[src/rtl/core/lavm_pkg.sv]
package lavm_pkg;

    localparam int FIELD_BITS   = 32;
    localparam int DIFF_BITS    = 33;
    localparam int WIDE_BITS    = 64;
    localparam int CFG_IDX_BITS = 2;

    // configuration register indexes
    localparam logic [CFG_IDX_BITS-1:0] REG_UP_X = 2'd0;
    localparam logic [CFG_IDX_BITS-1:0] REG_UP_Y = 2'd1;
    localparam logic [CFG_IDX_BITS-1:0] REG_UP_Z = 2'd2;

    localparam logic [3:0] CROSS_STEPS = 4'd6;
    localparam logic [3:0] DOT_STEPS   = 4'd9;

    typedef logic signed [FIELD_BITS-1:0] word_t;
    typedef logic signed [DIFF_BITS-1:0]  diff_t;
    typedef logic signed [WIDE_BITS-1:0]  wide_t;

    // one accepted camera: eye, eye - target and the up vector, all sign-extended
    typedef struct packed {
        word_t [2:0] eye;
        diff_t [2:0] d;
        word_t [2:0] up;
    } job_t;

    typedef struct packed {
        logic        start;
        wide_t [2:0] v;
    } norm_req_t;

    typedef struct packed {
        logic        done;
        word_t [2:0] a;
    } norm_rsp_t;

    // one multiply step: operand indexes, accumulate control, destination lane
    typedef struct packed {
        logic [1:0] ia;
        logic [1:0] ib;
        logic       first;
        logic       last;
        logic [1:0] dst;
    } mstep_t;

    // r0 = a1 b2 - a2 b1, r1 = a2 b0 - a0 b2, r2 = a0 b1 - a1 b0
    function automatic mstep_t cross_step(input logic [3:0] p);
        mstep_t s;
        s = '0;
        case (p)
            4'd0: s = '{ia: 2'd1, ib: 2'd2, first: 1'b1, last: 1'b0, dst: 2'd0};
            4'd1: s = '{ia: 2'd2, ib: 2'd1, first: 1'b0, last: 1'b1, dst: 2'd0};
            4'd2: s = '{ia: 2'd2, ib: 2'd0, first: 1'b1, last: 1'b0, dst: 2'd1};
            4'd3: s = '{ia: 2'd0, ib: 2'd2, first: 1'b0, last: 1'b1, dst: 2'd1};
            4'd4: s = '{ia: 2'd0, ib: 2'd1, first: 1'b1, last: 1'b0, dst: 2'd2};
            4'd5: s = '{ia: 2'd1, ib: 2'd0, first: 1'b0, last: 1'b1, dst: 2'd2};
            default: s = '0;
        endcase
        return s;
    endfunction

    // three dot products, axis in dst, component in ia/ib
    function automatic mstep_t dot_step(input logic [3:0] p);
        mstep_t s;
        s = '0;
        case (p)
            4'd0: s = '{ia: 2'd0, ib: 2'd0, first: 1'b1, last: 1'b0, dst: 2'd0};
            4'd1: s = '{ia: 2'd1, ib: 2'd1, first: 1'b0, last: 1'b0, dst: 2'd0};
            4'd2: s = '{ia: 2'd2, ib: 2'd2, first: 1'b0, last: 1'b1, dst: 2'd0};
            4'd3: s = '{ia: 2'd0, ib: 2'd0, first: 1'b1, last: 1'b0, dst: 2'd1};
            4'd4: s = '{ia: 2'd1, ib: 2'd1, first: 1'b0, last: 1'b0, dst: 2'd1};
            4'd5: s = '{ia: 2'd2, ib: 2'd2, first: 1'b0, last: 1'b1, dst: 2'd1};
            4'd6: s = '{ia: 2'd0, ib: 2'd0, first: 1'b1, last: 1'b0, dst: 2'd2};
            4'd7: s = '{ia: 2'd1, ib: 2'd1, first: 1'b0, last: 1'b0, dst: 2'd2};
            4'd8: s = '{ia: 2'd2, ib: 2'd2, first: 1'b0, last: 1'b1, dst: 2'd2};
            default: s = '0;
        endcase
        return s;
    endfunction

endpackage

[src/rtl/core/lavm_fifo.sv]
module lavm_fifo
    import lavm_pkg::*;
(
    input  logic clk,
    input  logic rst_n,
    input  logic push_valid,
    output logic push_ready,
    input  job_t push_data,
    output logic pop_valid,
    input  logic pop_ready,
    output job_t pop_data
);
    job_t       slot_reg [2];
    logic       wr_ptr_reg;
    logic       rd_ptr_reg;
    logic [1:0] count_reg;
    logic       do_push;
    logic       do_pop;

    assign push_ready = (count_reg != 2'd2);
    assign pop_valid  = (count_reg != 2'd0);
    assign pop_data   = slot_reg[rd_ptr_reg];
    assign do_push    = push_valid && push_ready;
    assign do_pop     = pop_valid && pop_ready;

    always_ff @(posedge clk or negedge rst_n)
    begin
        if (!rst_n)
        begin
            wr_ptr_reg <= 1'b0;
            rd_ptr_reg <= 1'b0;
            count_reg  <= 2'd0;
        end
        else
        begin
            if (do_push)
            begin
                wr_ptr_reg <= ~wr_ptr_reg;
            end
            if (do_pop)
            begin
                rd_ptr_reg <= ~rd_ptr_reg;
            end
            if (do_push && !do_pop)
            begin
                count_reg <= count_reg + 2'd1;
            end
            else if (do_pop && !do_push)
            begin
                count_reg <= count_reg - 2'd1;
            end
        end
    end

    always_ff @(posedge clk)
    begin
        if (do_push)
        begin
            slot_reg[wr_ptr_reg] <= push_data;
        end
    end
endmodule

[config.mk]
export PLATFORM = sky130hd
export DESIGN_NAME = lavm_fifo
export DESIGN_NICKNAME = d
export VERILOG_FILES = /design/src/rtl/core/lavm_pkg.sv /design/src/rtl/core/lavm_fifo.sv
export SDC_FILE = /design/constraint.sdc
export NUM_CORES = 1
export LEC_CHECK = 0
export ABC_CLOCK_PERIOD_IN_PS = 36700
export BUFFER_PORTS_ARGS = -buffer_cell sky130_fd_sc_hd__buf_2
export CORE_AREA = 2 2 230 232
export DETAILED_ROUTE_END_ITERATION = 10
export DIE_AREA = 0 0 232 234
export GPL_TIMING_DRIVEN = 0
export PLACE_DENSITY = 0.62
export SLEW_MARGIN = 20
export SYNTH_ARGS = -nofsm -noshare
export SYNTH_HDL_FRONTEND = slang
export SYNTH_SLANG_ARGS = --single-unit
export TNS_END_PERCENT = 5
[constraint.sdc]
create_clock -name clk -period 36.7 [get_ports clk]
set_input_delay 0 -clock clk [delete_from_list [all_inputs] [get_ports clk]]
set_output_delay 0 -clock clk [all_outputs]
set_load 0.02 [all_outputs]
## Word level (Yosys, flattened, before mapping)

Memory sizes are Yosys's and may differ from the RTL's.
Index checks and enable logic that the tools add are counted.

- Register bits after elaboration: 4
- Bits in writable memories: 582
- Input port bits: 295
- Output and inout port bits: 293
- Logic and storage cells: 21
- Memories kept: 1

- Add/sub/neg operators: 2
- Equal/unequal tests: 1
- Multiplexer cells: 4
- Bitwise gates (word level): 2
- Reductions and logical operators: 8

Memories:

| memory | words | width | rd ports | clocked after Yosys merged registers in | write ports | line | text |
|---|---|---|---|---|---|---|---|
| slot_reg | 2 | 291 | 1 | 0 | 1 | lavm_fifo.sv:13 | `job_t slot_reg [2];` |

Operators with widths:

| operator | number |
|---|---|
| 1-bit logical AND | 4 |
| 2-bit 2-to-1 mux | 2 |
| 2-bit nonzero test | 2 |
| 2-bit by 1-bit adder with 2-bit output, second input constant | 1 |
| 1-bit zero test | 2 |
| 1-bit 2-to-1 mux | 2 |
| 2-bit inequality test, second input constant | 1 |
| 1-bit inverter | 2 |
| 2-bit by 1-bit subtractor with 2-bit output, second input constant | 1 |

## Depth between registers and ports, before layout

- Depth after elaboration: 6
- Depth in mapped cells: 7
- Mapped depth without buffers: 7

## Worst setup path before layout

Ideal clock, no wire load.

- Path kind: reg-to-reg
- Start: reg count_reg[0]
- End: mem slot_reg[0][0] (netlist name) (enable)
- Setup time: 0.949 ns
- Arrival time: 12.847 ns
- Required time: 35.751 ns
- Setup slack: 22.904 ns
- Stages on the path, launching flop included: 4
- Buffers on the path: 0
- Clock period less this slack: 13.796 ns
- Cell sequence: dfrtp_1 -> nand2b_1 -> nand2_1 -> nor2_1

- Longest elaborated chain between the ends: 4

RTL lines:

| element | line | text |
|---|---|---|
| start: declaration | lavm_fifo.sv:16 | `logic [1:0] count_reg;` |
| start signal: assignment | lavm_fifo.sv:46 | `count_reg <= count_reg + 2'd1;` |
| start signal: assignment | lavm_fifo.sv:50 | `count_reg <= count_reg - 2'd1;` |
| 2-bit inequality test | lavm_fifo.sv:20 | `assign push_ready = (count_reg != 2'd2);` |
| net push_ready | lavm_fifo.sv:7 | `output logic push_ready,` |
| 1-bit logical AND | lavm_fifo.sv:23 | `assign do_push = push_valid && push_ready;` |
| 1-bit 2-to-1 mux | lavm_fifo.sv:57 | `if (do_push)` |
| 1-bit 2-to-1 mux (implied by the code) | lavm_fifo.sv:59 | `slot_reg[wr_ptr_reg] <= push_data;` |
| end: declaration | lavm_fifo.sv:13 |  |

The timed path passes the listed nets, and every way through them passes these cells.

## Worst setup path after layout

- Start: reg count_reg[0]
- End: mem slot_reg[0][190] (netlist name) (enable)

- Longest elaborated chain between the ends: 4

RTL lines:

| element | line |
|---|---|
| 2-bit inequality test | lavm_fifo.sv:20 |
| 1-bit logical AND | lavm_fifo.sv:23 |
| 1-bit 2-to-1 mux | lavm_fifo.sv:57 |
| 1-bit 2-to-1 mux (implied by the code) | lavm_fifo.sv:59 |

Every way passes these cells.

==> flow_metrics.tcl <==
set metrics [dict create \
    status "finished, final reports clean" \
    routed_wire_length_per_instance_um 19.72 \
    largest_register_ffs 582 \
    portBuffers 587 \
    initialDrtViolationCount 500 \
    ys_warn_count 0 \
    crit_start "count_reg[0]$_DFFE_PN0P_" \
    number_of_buffers_on_the_longest_clock_path 3 \
    min_delay_worst_endpoint "slot_reg[0][77]$_DFFE_PP_" \
    timing.final.hold_violations 0 \
    r2r.worst_path.cells 9 \
    critical_path_class "reg -> reg" \
    min_from "push_data[77]" \
    dpl.hpwl_um 35160 \
    wl_um 51800 \
    critical_path_required_ps 37000 \
    clock-root-buffer "sky130_fd_sc_hd__clkbuf_16" \
    cts.sinks 586 \
    ys_types 14 \
    relSlewSlack 0.6252 \
    tritoncts "built" \
    fin_ws_ps 33970 \
    drive_gt1_frac 0.5225 \
    design.die.area_mm2 0.05429 \
    num_io_pins 588 \
    power_density_mw_per_mm2 77.85 \
    route.antenna.remaining_nets 0 \
    max_slew.worst_pin.slew_ps 560.9 \
    die_width_um 232 \
    via_count_of_the_first_global_routing_pass 13129 \
    clk-insertion-delay-late_ps 600 \
    drt_drc_violations_left 0 \
    final.fill_count 3912 \
    wire_length_of_the_first_global_routing_pass_um 74550 \
    synthesis.nets 1219 \
    rows 84 \
    finalMaxSlewViolations 0 \
    layout_min_cycle_time_ps 2730 \
    chipHeight_um 234 \
    regToRegEndpoint "slot_reg[0][190]$_DFFE_PP_" \
    number_of_antenna_violations_at_the_first_check_in_global_routing 2 \
    track_usage 0.1823 \
    regToRegStartpoint "count_reg[0]$_DFFE_PN0P_" \
    arrival_time_at_the_worst_endpoint_ps 3030 \
    floorplan.core_area_mm2 0.05202 \
    aggregate_global_routing_overflow 0 \
    final.setup.tns_ps 0 \
    cts.hold.buffers_added 295 \
    cts_setup_buffers 0 \
    route.detailed.vias_per_inst 4.627 \
    cts_resized 0 \
    drt_first_pass_iters 7 \
    syn_inst 923 \
    timing.hold.worst_path_depth 2 \
    globalplace.congestion 0.7639 \
    cts_htree_levels 2 \
    initial_core_util 0.4095 \
    cts_clk_pin_slew_worst_paths_ps 60 \
    postSynthAreaPerCell_um2 23.08 \
    maxCapViolations 0 \
    sequential_to_total_area_share_from_yosys_stat 0.8251 \
    ys_ff_latch 586 \
    critical_path.endpoint_type "register" \
    setup.reg_to_reg.worst_slack_ps 33970 \
    critical_path_peak_fanout 23 \
    worstHoldPathType "in -> reg" \
    max-vdd-ir-drop_uv 47.86 \
    synth.cell_area_mm2 0.02130 \
    fin_skew_ps 16.93 \
    vias 12150 \
    grt_start_max_net_pins 50 \
    area.growth.synth_to_final_pct 42.80 \
    cp-start-kind "register" \
    numCtsBuffers 60 \
    final_nets 2184 \
    setup_viol 0 \
    fin_crit_sh 0.07439 \
    power.static_leakage_nw 11.49 \
    max_freq_ghz 0.3663 \
    unrepaired_setup_endpoints_after_global_routing "no" \
    place_worst_setup_slack_ps 33950 \
]
## stage by stage
stage | std cells | cell area [um2] | total power, mW | utilization | hold slack (ps)
floorplan | 923 | 21300 | 1.543 | - | -295.6
finish | 2626 | 30420 | 2.368 | 0.5847 | 115.1
global route | 2624 | 30410 | 2.470 | 0.5846 | 90.83
CTS | 2623 | 30410 | 2.392 | 0.5846 | 74.09
detailed placement | 2219 | 25620 | 1.792 | 0.4925 | -186.0
global placement | 2198 | 25100 | 1.851 | 0.4825 | -193.4
## cell families (layout without fill, tap and decap cells)
logic type                 Yosys count  after routing  synth area share
xor gates and xnor gates             5              5          0.002056
other                                0              3                 0
DFF                                586            586            0.8251
and+or+nand+nor                      7              7          0.001587
adders and majority gates            1              1         0.0005873
muxes                              291            291            0.1538
buffers and inverters               33           1045           0.01680
## Yosys cell counts (all sizes together)
master	number	area share
and3	1	0.00029
buf	32	0.017
dfrtp	4	0.0047
edfxtp	582	0.82
ha	1	0.00059
inv	1	0.00018
mux2	291	0.15
nand2	2	0.00035
nand2b	1	0.00029
nor2	2	0.00035
or2	1	0.00029
xnor2	3	0.0012
xor2	2	0.00082
## per-layer routing
metal / track usage / vias up / wire length (um)
li1: - / 5627 / -
met3: 0.06372 / 103 / 4440
met2: 0.3251 / 421 / 26670
met1: 0.1975 / 5997 / 18920
met5: 0 / - / 14
met4: 0.07472 / 2 / 1754
## worst max path at each step
stage | to | depth (start not counted) | slack (ps)
after floorplan | slot_reg[0][0]$_DFFE_PP_ | 3 | 22900
after global placement | slot_reg[0][150]$_DFFE_PP_ | 3 | 15960
after detailed placement | slot_reg[0][150]$_DFFE_PP_ | 9 | 33950
after CTS | slot_reg[0][187]$_DFFE_PP_ | 9 | 33930
after global routing | slot_reg[0][150]$_DFFE_PP_ | 9 | 33780
final | slot_reg[0][190]$_DFFE_PP_ | 9 | 33970
## worst max-delay path, stage by stage, from the launching register on
cell	delay [ps]
sky130_fd_sc_hd__dfrtp_1	400
sky130_fd_sc_hd__nand2b_1	190
sky130_fd_sc_hd__nand2_1	150
sky130_fd_sc_hd__nor2_4	470
sky130_fd_sc_hd__buf_16	240
sky130_fd_sc_hd__buf_12	200
sky130_fd_sc_hd__buf_16	190
sky130_fd_sc_hd__buf_16	180
sky130_fd_sc_hd__buf_16	190
sky130_fd_sc_hd__buf_16	190
## final cells by class
class                           instances  area, um2  area share
Buffer                                 32      354.1     0.01164
Sequential cell                       586      17580      0.5778
Multi-Input combinational cell        304       3379      0.1111
Antenna cell                            3      7.507   0.0002468
Clock inverter                         38      271.5    0.008926
Inverter                                1      3.754   0.0001234
Timing Repair Buffer                  903       6401      0.2104
Clock buffer                           71       1564     0.05141
Tap cell                              688      860.8     0.02830
## layout by cell type (no fill, tap or decap), drive strengths merged
cell	instances
buf	640
edfxtp	582
dlygate4sd3	295
mux2	291
clkbuf	71
clkinv	31
bufinv	4
dfrtp	4
diode	3
xnor2	3
nand2	2
xor2	2
clkinvlp	2
inv	2
nor2	2
nand2b	1
or2	1
and3	1
ha	1
## where the power goes
| group | internal, mW | switching, mW | leakage (nW) |
|---|---|---|---|
| Combinational | 0.351 | 0.505 | 5.14 |
| Sequential | 0.912 | 0.0316 | 5.45 |
| Clock | 0.329 | 0.239 | 0.895 |
Note: power is estimated with default switching activity, not from simulation.
