File: config.mk
export PLATFORM = sky130hd
export DESIGN_NAME = lavm_front_flat
export DESIGN_NICKNAME = d
export VERILOG_FILES = /design/src/rtl/core/lavm_pkg.sv /design/src/rtl/core/lavm_channels.sv /design/src/rtl/core/lavm_front.sv /design/src/flat_wrapper.sv
export SDC_FILE = /design/constraint.sdc
export NUM_CORES = 1
export LEC_CHECK = 0
export BUFFER_PORTS_ARGS = -buffer_cell sky130_fd_sc_hd__buf_2
export CORE_AREA = 2 2 205 207
export DETAILED_ROUTE_END_ITERATION = 8
export DIE_AREA = 0 0 207 209
export SLEW_MARGIN = 20
export SYNTH_ARGS = -nofsm -noshare
export SYNTH_HDL_FRONTEND = slang
export SYNTH_SLANG_ARGS = --single-unit
export TNS_END_PERCENT = 1
File: constraint.sdc
create_clock -name clk -period 3.8 [get_ports clk]
set_clock_uncertainty 0.15 [all_clocks]
set_input_delay 0.19 -clock clk [delete_from_list [all_inputs] [get_ports clk]]
set_output_delay 0.19 -clock clk [all_outputs]
set_load 0.02 [all_outputs]
File: src/rtl/core/lavm_pkg.sv
package lavm_pkg;

    localparam int FIELD_BITS   = 32;
    localparam int DIFF_BITS    = 33;
    localparam int WIDE_BITS    = 64;
    localparam int CFG_IDX_BITS = 2;

    // configuration register indexes
    localparam logic [CFG_IDX_BITS-1:0] REG_UP_X = 2'd0;
    localparam logic [CFG_IDX_BITS-1:0] REG_UP_Y = 2'd1;
    localparam logic [CFG_IDX_BITS-1:0] REG_UP_Z = 2'd2;

    localparam logic [3:0] CROSS_STEPS = 4'd6;
    localparam logic [3:0] DOT_STEPS   = 4'd9;

    typedef logic signed [FIELD_BITS-1:0] word_t;
    typedef logic signed [DIFF_BITS-1:0]  diff_t;
    typedef logic signed [WIDE_BITS-1:0]  wide_t;

    // one accepted camera: eye, eye - target and the up vector, all sign-extended
    typedef struct packed {
        word_t [2:0] eye;
        diff_t [2:0] d;
        word_t [2:0] up;
    } job_t;

    typedef struct packed {
        logic        start;
        wide_t [2:0] v;
    } norm_req_t;

    typedef struct packed {
        logic        done;
        word_t [2:0] a;
    } norm_rsp_t;

    // one multiply step: operand indexes, accumulate control, destination lane
    typedef struct packed {
        logic [1:0] ia;
        logic [1:0] ib;
        logic       first;
        logic       last;
        logic [1:0] dst;
    } mstep_t;

    // r0 = a1 b2 - a2 b1, r1 = a2 b0 - a0 b2, r2 = a0 b1 - a1 b0
    function automatic mstep_t cross_step(input logic [3:0] p);
        mstep_t s;
        s = '0;
        case (p)
            4'd0: s = '{ia: 2'd1, ib: 2'd2, first: 1'b1, last: 1'b0, dst: 2'd0};
            4'd1: s = '{ia: 2'd2, ib: 2'd1, first: 1'b0, last: 1'b1, dst: 2'd0};
            4'd2: s = '{ia: 2'd2, ib: 2'd0, first: 1'b1, last: 1'b0, dst: 2'd1};
            4'd3: s = '{ia: 2'd0, ib: 2'd2, first: 1'b0, last: 1'b1, dst: 2'd1};
            4'd4: s = '{ia: 2'd0, ib: 2'd1, first: 1'b1, last: 1'b0, dst: 2'd2};
            4'd5: s = '{ia: 2'd1, ib: 2'd0, first: 1'b0, last: 1'b1, dst: 2'd2};
            default: s = '0;
        endcase
        return s;
    endfunction

    // three dot products, axis in dst, component in ia/ib
    function automatic mstep_t dot_step(input logic [3:0] p);
        mstep_t s;
        s = '0;
        case (p)
            4'd0: s = '{ia: 2'd0, ib: 2'd0, first: 1'b1, last: 1'b0, dst: 2'd0};
            4'd1: s = '{ia: 2'd1, ib: 2'd1, first: 1'b0, last: 1'b0, dst: 2'd0};
            4'd2: s = '{ia: 2'd2, ib: 2'd2, first: 1'b0, last: 1'b1, dst: 2'd0};
            4'd3: s = '{ia: 2'd0, ib: 2'd0, first: 1'b1, last: 1'b0, dst: 2'd1};
            4'd4: s = '{ia: 2'd1, ib: 2'd1, first: 1'b0, last: 1'b0, dst: 2'd1};
            4'd5: s = '{ia: 2'd2, ib: 2'd2, first: 1'b0, last: 1'b1, dst: 2'd1};
            4'd6: s = '{ia: 2'd0, ib: 2'd0, first: 1'b1, last: 1'b0, dst: 2'd2};
            4'd7: s = '{ia: 2'd1, ib: 2'd1, first: 1'b0, last: 1'b0, dst: 2'd2};
            4'd8: s = '{ia: 2'd2, ib: 2'd2, first: 1'b0, last: 1'b1, dst: 2'd2};
            default: s = '0;
        endcase
        return s;
    endfunction

endpackage

File: src/rtl/core/lavm_channels.sv
interface lavm_cfg_if
    import lavm_pkg::*;
();
    logic                    valid;
    logic                    ready;
    logic [CFG_IDX_BITS-1:0] index;
    word_t                   data;

    modport source (output valid, output index, output data, input ready);
    modport sink (input valid, input index, input data, output ready);
endinterface

interface lavm_item_if
    import lavm_pkg::*;
();
    logic  valid;
    logic  ready;
    word_t eye_x;
    word_t eye_y;
    word_t eye_z;
    word_t target_x;
    word_t target_y;
    word_t target_z;

    modport source (output valid, output eye_x, output eye_y, output eye_z,
                    output target_x, output target_y, output target_z, input ready);
    modport sink (input valid, input eye_x, input eye_y, input eye_z,
                  input target_x, input target_y, input target_z, output ready);
endinterface


File: src/rtl/core/lavm_front.sv
module lavm_front
    import lavm_pkg::*;
#(
    parameter int FRAC_BITS = 16,
    parameter int W_EFF     = 32
)
(
    input  logic        clk,
    input  logic        rst_n,
    lavm_cfg_if.sink    cfg,
    lavm_item_if.sink   item,
    output logic        push_valid,
    input  logic        push_ready,
    output job_t        push_data
);
    word_t up_x_reg;
    word_t up_y_reg;
    word_t up_z_reg;
    word_t eye_s [3];
    word_t tgt_s [3];

    // sign-extend from the working word width
    function automatic word_t sx(input word_t v);
        logic signed [W_EFF-1:0] t;
        t = v[W_EFF-1:0];
        return word_t'(t);
    endfunction

    assign cfg.ready = 1'b1;

    always_ff @(posedge clk or negedge rst_n)
    begin
        if (!rst_n)
        begin
            up_x_reg <= '0;
            up_y_reg <= word_t'(1) << FRAC_BITS;
            up_z_reg <= '0;
        end
        else if (cfg.valid)
        begin
            case (cfg.index)
                REG_UP_X: up_x_reg <= cfg.data;
                REG_UP_Y: up_y_reg <= cfg.data;
                REG_UP_Z: up_z_reg <= cfg.data;
                default:  ;
            endcase
        end
    end

    assign item.ready = push_ready;
    assign push_valid = item.valid;

    always_comb
    begin
        eye_s[0] = sx(item.eye_x);
        eye_s[1] = sx(item.eye_y);
        eye_s[2] = sx(item.eye_z);
        tgt_s[0] = sx(item.target_x);
        tgt_s[1] = sx(item.target_y);
        tgt_s[2] = sx(item.target_z);
        for (int i = 0; i < 3; i++)
        begin
            push_data.eye[i] = eye_s[i];
            push_data.d[i]   = diff_t'(eye_s[i]) - diff_t'(tgt_s[i]);
        end
        push_data.up[0] = sx(up_x_reg);
        push_data.up[1] = sx(up_y_reg);
        push_data.up[2] = sx(up_z_reg);
    end
endmodule

File: src/flat_wrapper.sv
// flat-port wrapper written by rule: the top's interface ports become plain ports
module lavm_front_flat import lavm_pkg::*;
#(
    parameter int FRAC_BITS = 16,
    parameter int W_EFF     = 32
)
  (clk, rst_n, push_valid, push_ready, push_data, cfg_valid, cfg_index, cfg_data, cfg_ready, item_valid, item_eye_x, item_eye_y, item_eye_z, item_target_x, item_target_y, item_target_z, item_ready);
  lavm_cfg_if cfg_i ();
  lavm_item_if item_i ();
  input  logic clk;
  input  logic rst_n;
  output logic push_valid;
  input  logic push_ready;
  output job_t push_data;
  input wire logic [$bits(cfg_i.valid)-1:0] cfg_valid;
  input wire logic [$bits(cfg_i.index)-1:0] cfg_index;
  input wire logic [$bits(cfg_i.data)-1:0] cfg_data;
  output wire logic [$bits(cfg_i.ready)-1:0] cfg_ready;
  input wire logic [$bits(item_i.valid)-1:0] item_valid;
  input wire logic [$bits(item_i.eye_x)-1:0] item_eye_x;
  input wire logic [$bits(item_i.eye_y)-1:0] item_eye_y;
  input wire logic [$bits(item_i.eye_z)-1:0] item_eye_z;
  input wire logic [$bits(item_i.target_x)-1:0] item_target_x;
  input wire logic [$bits(item_i.target_y)-1:0] item_target_y;
  input wire logic [$bits(item_i.target_z)-1:0] item_target_z;
  output wire logic [$bits(item_i.ready)-1:0] item_ready;
  assign cfg_i.valid = cfg_valid;
  assign cfg_i.index = cfg_index;
  assign cfg_i.data = cfg_data;
  assign cfg_ready = cfg_i.ready;
  assign item_i.valid = item_valid;
  assign item_i.eye_x = item_eye_x;
  assign item_i.eye_y = item_eye_y;
  assign item_i.eye_z = item_eye_z;
  assign item_i.target_x = item_target_x;
  assign item_i.target_y = item_target_y;
  assign item_i.target_z = item_target_z;
  assign item_ready = item_i.ready;
  lavm_front #(.FRAC_BITS(FRAC_BITS), .W_EFF(W_EFF)) u_core (.clk(clk), .rst_n(rst_n), .cfg(cfg_i), .item(item_i), .push_valid(push_valid), .push_ready(push_ready), .push_data(push_data));
endmodule
[After elaboration in Yosys (flattened, before gate mapping)]
Cells that the tools add are included.
Storage, ports and cells
  bits of input ports: 231
  register bits after elaboration: 96
  output and inout bits: 294
Cells by class
  $add $sub $neg: 3
  equality and inequality tests: 2
  reduce and logical (&&, ||, !) cells: 4
Operator list (number)
  32-bit by 32-bit subtractor with 33-bit output: 3
  2-bit AND reduction: 3
  2-bit by 1-bit equality test with 1-bit output, second input constant: 1
  2-bit equality test, second input constant: 1
  2-bit logical NOT: 1

[Logic depth before layout (Yosys ltp)]
  word-level depth: 2
  mapped depth: 10

[Least setup slack after synthesis]
Ideal clock, no wire load.
  kind: input-to-output
  start: in item_eye_z[0]
  end: out push_data[192] (netlist bit)
  path buffers: 0
  required time: 3460 ps
  arrival: 2414 ps
  setup slack: 1046 ps
  stages: 10
  cell sequence: inv_1 > ha_1 > fa_1 > nor2b_1 > o2111ai_1 > a31oi_1 > o31ai_4 > o31a_1 > o22a_1 > o211ai_1
RTL lines
  from (decl): line flat_wrapper.sv:22  | input wire logic [$bits(item_i.eye_z)-1:0] item_eye_z;
  to (decl): line flat_wrapper.sv:14  | output job_t push_data;

==> impl_metrics.env <==
export IMPL_status="finished, violations left"
export IMPL_failing_checks="negative hold slack"
export IMPL_clkSinkCount=96
export IMPL_slowest_stage="a31oi_1"
export IMPL_die_y_um=209
export IMPL_place_port_buffers=519
export IMPL_net_count_reported_at_finish=1966
export IMPL_crit_path_cell_trace="buf_2 -> inv_1 -> ha_1 -> fa_1 -> nor2b_1 -> o2111ai_1 -> a31oi_1 -> o21ai_1 -> a31oi_1 -> nand2_1 -> a221o_1 -> buf_2"
export IMPL_yosys_warnings=0
export IMPL_detailed_place_area_um2=12500
export IMPL_number_of_buffers_created_by_cts=9
export IMPL_drc_errors=0
export IMPL_timing_max_cap_violations=0
export IMPL_ir_drop_mv=0.419
export IMPL_critical_path_max_fanout=4
export IMPL_hold_path_class="primary input to register"
export IMPL_tightestPinTransition_ns=0.828
export IMPL_layout_cells_most_common_list="buf_2 (518), inv_1 (137), a21oi_1 (102)"
export IMPL_synthesis_instances=1205
export IMPL_placement_rows=75
export IMPL_postRouteWirelength_um=34100
export IMPL_f_max_ghz=0.316
export IMPL_power_per_cell_area_nw_per_um2=366
export IMPL_core_region_area_um2=41300
export IMPL_synth_top_area_share_pct=23.5
export IMPL_cts_max_path_buffers=2
export IMPL_drtIter0Drc=474
export IMPL_rsz_0062_raised_after_global_routing="false"
export IMPL_totalNegativeSetupSlack_ns=0
export IMPL_ys_ff_latch=96
export IMPL_syn_num_nets=1535
export IMPL_synth_top_flop_cell="dfrtp_1"
export IMPL_routed_via_count=10300
export IMPL_place_hpwl_um=28900
export IMPL_cellLeakagePower_nw=6.92
export IMPL_timing_critical_path_to_type="output port"
export IMPL_number_of_global_route_vias_before_repair=10100
export IMPL_finalCoreUtilization_pct=31.8
export IMPL_worstSetupPathType="primary input to output port"
export IMPL_layout_drive_gt1_share_pct=39.5
export IMPL_synth_edf_count=0
export IMPL_route_detailed_vias_per_inst=4.74
export IMPL_synth_seq_area_share_pct=23.8
export IMPL_detail_route_wl_per_cell_um=15.6
export IMPL_globalRoute_totalOverflow=0
export IMPL_grt_pass1_wl_um=53300
export IMPL_insertion_delay_ns=0.34
export IMPL_cp_slowest_stage_delay_ns=0.42
export IMPL_post_route_min_period_ns=3.16
export IMPL_synth_largest_area_cell="dfrtp_1"
export IMPL_fillCellCount=4404
export IMPL_global_route_usage_total_pct=14.8
export IMPL_antenna_found_initial=1
export IMPL_fin_crit_sh_pct=83.2
export IMPL_die_area_um2=43300
export IMPL_h_tree_depth=3
export IMPL_report_final_setup_viol=0
export IMPL_count_of_final_hold_check_violations=3
export IMPL_postLayoutCellArea_um2=13100
export IMPL_tritoncts="yes"
export IMPL_remaining_number_of_nets_flagged_by_the_antenna_check_after_routing=0
export IMPL_die_width_um=207
export IMPL_startpoint_type="primary input"
export IMPL_slew_headroom_pct=44.6
export IMPL_cts_root_buf="clkbuf_16"
export IMPL_layout_cells_most_common="buf_2"
export IMPL_async_flop_share_pct=100
export IMPL_path_clk_slew_ns=0.07
export IMPL_place_congestion=0.921
export IMPL_initial_utilization_pct=24.5
export IMPL_grt_max_degree=66
export IMPL_ys_types=70
export IMPL_floorplan_io_pins=525
export IMPL_hold_ws_ns=-0.00478
export IMPL_drt_pre_antenna_iters=5
export IMPL_path_buf_inv=3
export IMPL_flow_area_growth_from_synthesis_pct=29.8
export IMPL_finalMaxSlewViolations=0
export IMPL_ys_top_cells_by_area="dfrtp_1 (23%), ha_1 (12%), mux2_2 (11%), buf_4 (7.3%), inv_1 (5.1%)"
export IMPL_synth_cell_area_um2=10100
export IMPL_critPathArrivalTime_ns=2.82
export IMPL_syn_mean_instance_area_um2=8.40
export IMPL_critical_path_top_delay_family="compound AO/OA/AOI/OAI gates"
export IMPL_cp_required_ns=3.46
[stage by stage]
stage                     hold slack, ns  std cells  total power, mW  setup WS, ns
after floorplan                   -0.256       1205             3.05          1.05
after global placement             0.172       2134             3.89         0.725
after detailed placement           0.176       2134             3.92         0.671
after CTS                        0.00255       2180             4.84         0.675
after global routing             0.00550       2181             5.10         0.456
final                           -0.00478       2181             4.81         0.640
[layout make-up]
| cell class | count | area, µm² | share of cell area, % |
|---|---|---|---|
| diodes | 1 | 2.50 | 0.0191 |
| clock buffers | 10 | 229 | 1.74 |
| clock inverters | 6 | 61.3 | 0.467 |
| inverters | 137 | 514 | 3.92 |
| multi-input cells | 839 | 6320 | 48.1 |
| flip-flops and latches | 96 | 2400 | 18.3 |
| well taps | 539 | 674 | 5.14 |
| repair buffers | 553 | 2930 | 22.3 |
[routing by layer]
metal | GRT usage [%] | wire (µm) | vias to the layer above
li1 | - | - | 4987
met1 | 19.2 | 14900 | 4930
met2 | 26.3 | 16900 | 387
met3 | 2.30 | 2000 | 30
met4 | 2.29 | 350 | 0
met5 | 0 | 0 | -
[timing repair]
action	4_1_cts	5_1_grt
hold endpoints to repair	149	0
buffers inserted	0	0
gates resized for setup	0	0
hold buffers	30	0
[synth_stat cells (10+ instances only)]
| master | number |
|---|---|
| a21oi_1 | 102 |
| nor2_1 | 62 |
| o21a_1 | 10 |
| nand2_1 | 74 |
| nand2b_1 | 12 |
| xnor2_1 | 56 |
| o21bai_1 | 10 |
| a21o_1 | 41 |
| nand3_1 | 27 |
| buf_4 | 99 |
| mux2_2 | 98 |
| xor2_1 | 25 |
| inv_1 | 137 |
| o21ai_0 | 48 |
| clkbuf_1 | 27 |
| dfrtp_1 | 95 |
| nand4_1 | 11 |
| nor2b_1 | 11 |
| ha_1 | 96 |
| a31oi_1 | 17 |
[where the power goes]
| part | switching [mW] | leakage [nW] | internal (mW) |
|---|---|---|---|
| clock | 0.415 | 0.138 | 0.460 |
| sequential | 0.100 | 1.13 | 1.22 |
| combinational | 1.61 | 5.65 | 0.999 |
| total | 2.13 | 6.92 | 2.68 |
[worst paths after layout]
kind,from,end,slack (ns),depth (start not counted)
setup / recovery,item_eye_y[0],push_data[161],0.64,12
hold / removal,cfg_data[8],u_core.up_y_reg[8]$_DFFE_PN0P_,-0.005,2
setup reg to reg,u_core.up_y_reg[15]$_DFFE_PN0P_,u_core.up_y_reg[15]$_DFFE_PN0P_,2.84,1
hold reg to reg,u_core.up_x_reg[4]$_DFFE_PN0P_,u_core.up_x_reg[4]$_DFFE_PN0P_,0.35,1
max in group asynchronous,rst_n,u_core.up_x_reg[4]$_DFFE_PN0P_,2.25,3
min in group asynchronous,rst_n,u_core.up_x_reg[31]$_DFFE_PN0P_,0.32,2
[logic make-up (layout without fill, tap and decap cells)]
logic type                 after synthesis  in the layout  share of synthesized area (%)
and+or+nand+nor                        254            254                           12.3
DFF                                     96             96                           23.8
AOI/OAI and AO/OA                      302            302                           19.3
buffers and inverters                  270            706                           13.9
adders and majority gates               99             99                           12.5
xor gates and xnor gates                81             81                           7.01
muxes                                  102            102                           11.3
other                                    1              2                         0.0371
No activity file was read; power rests on OpenSTA's default activity.
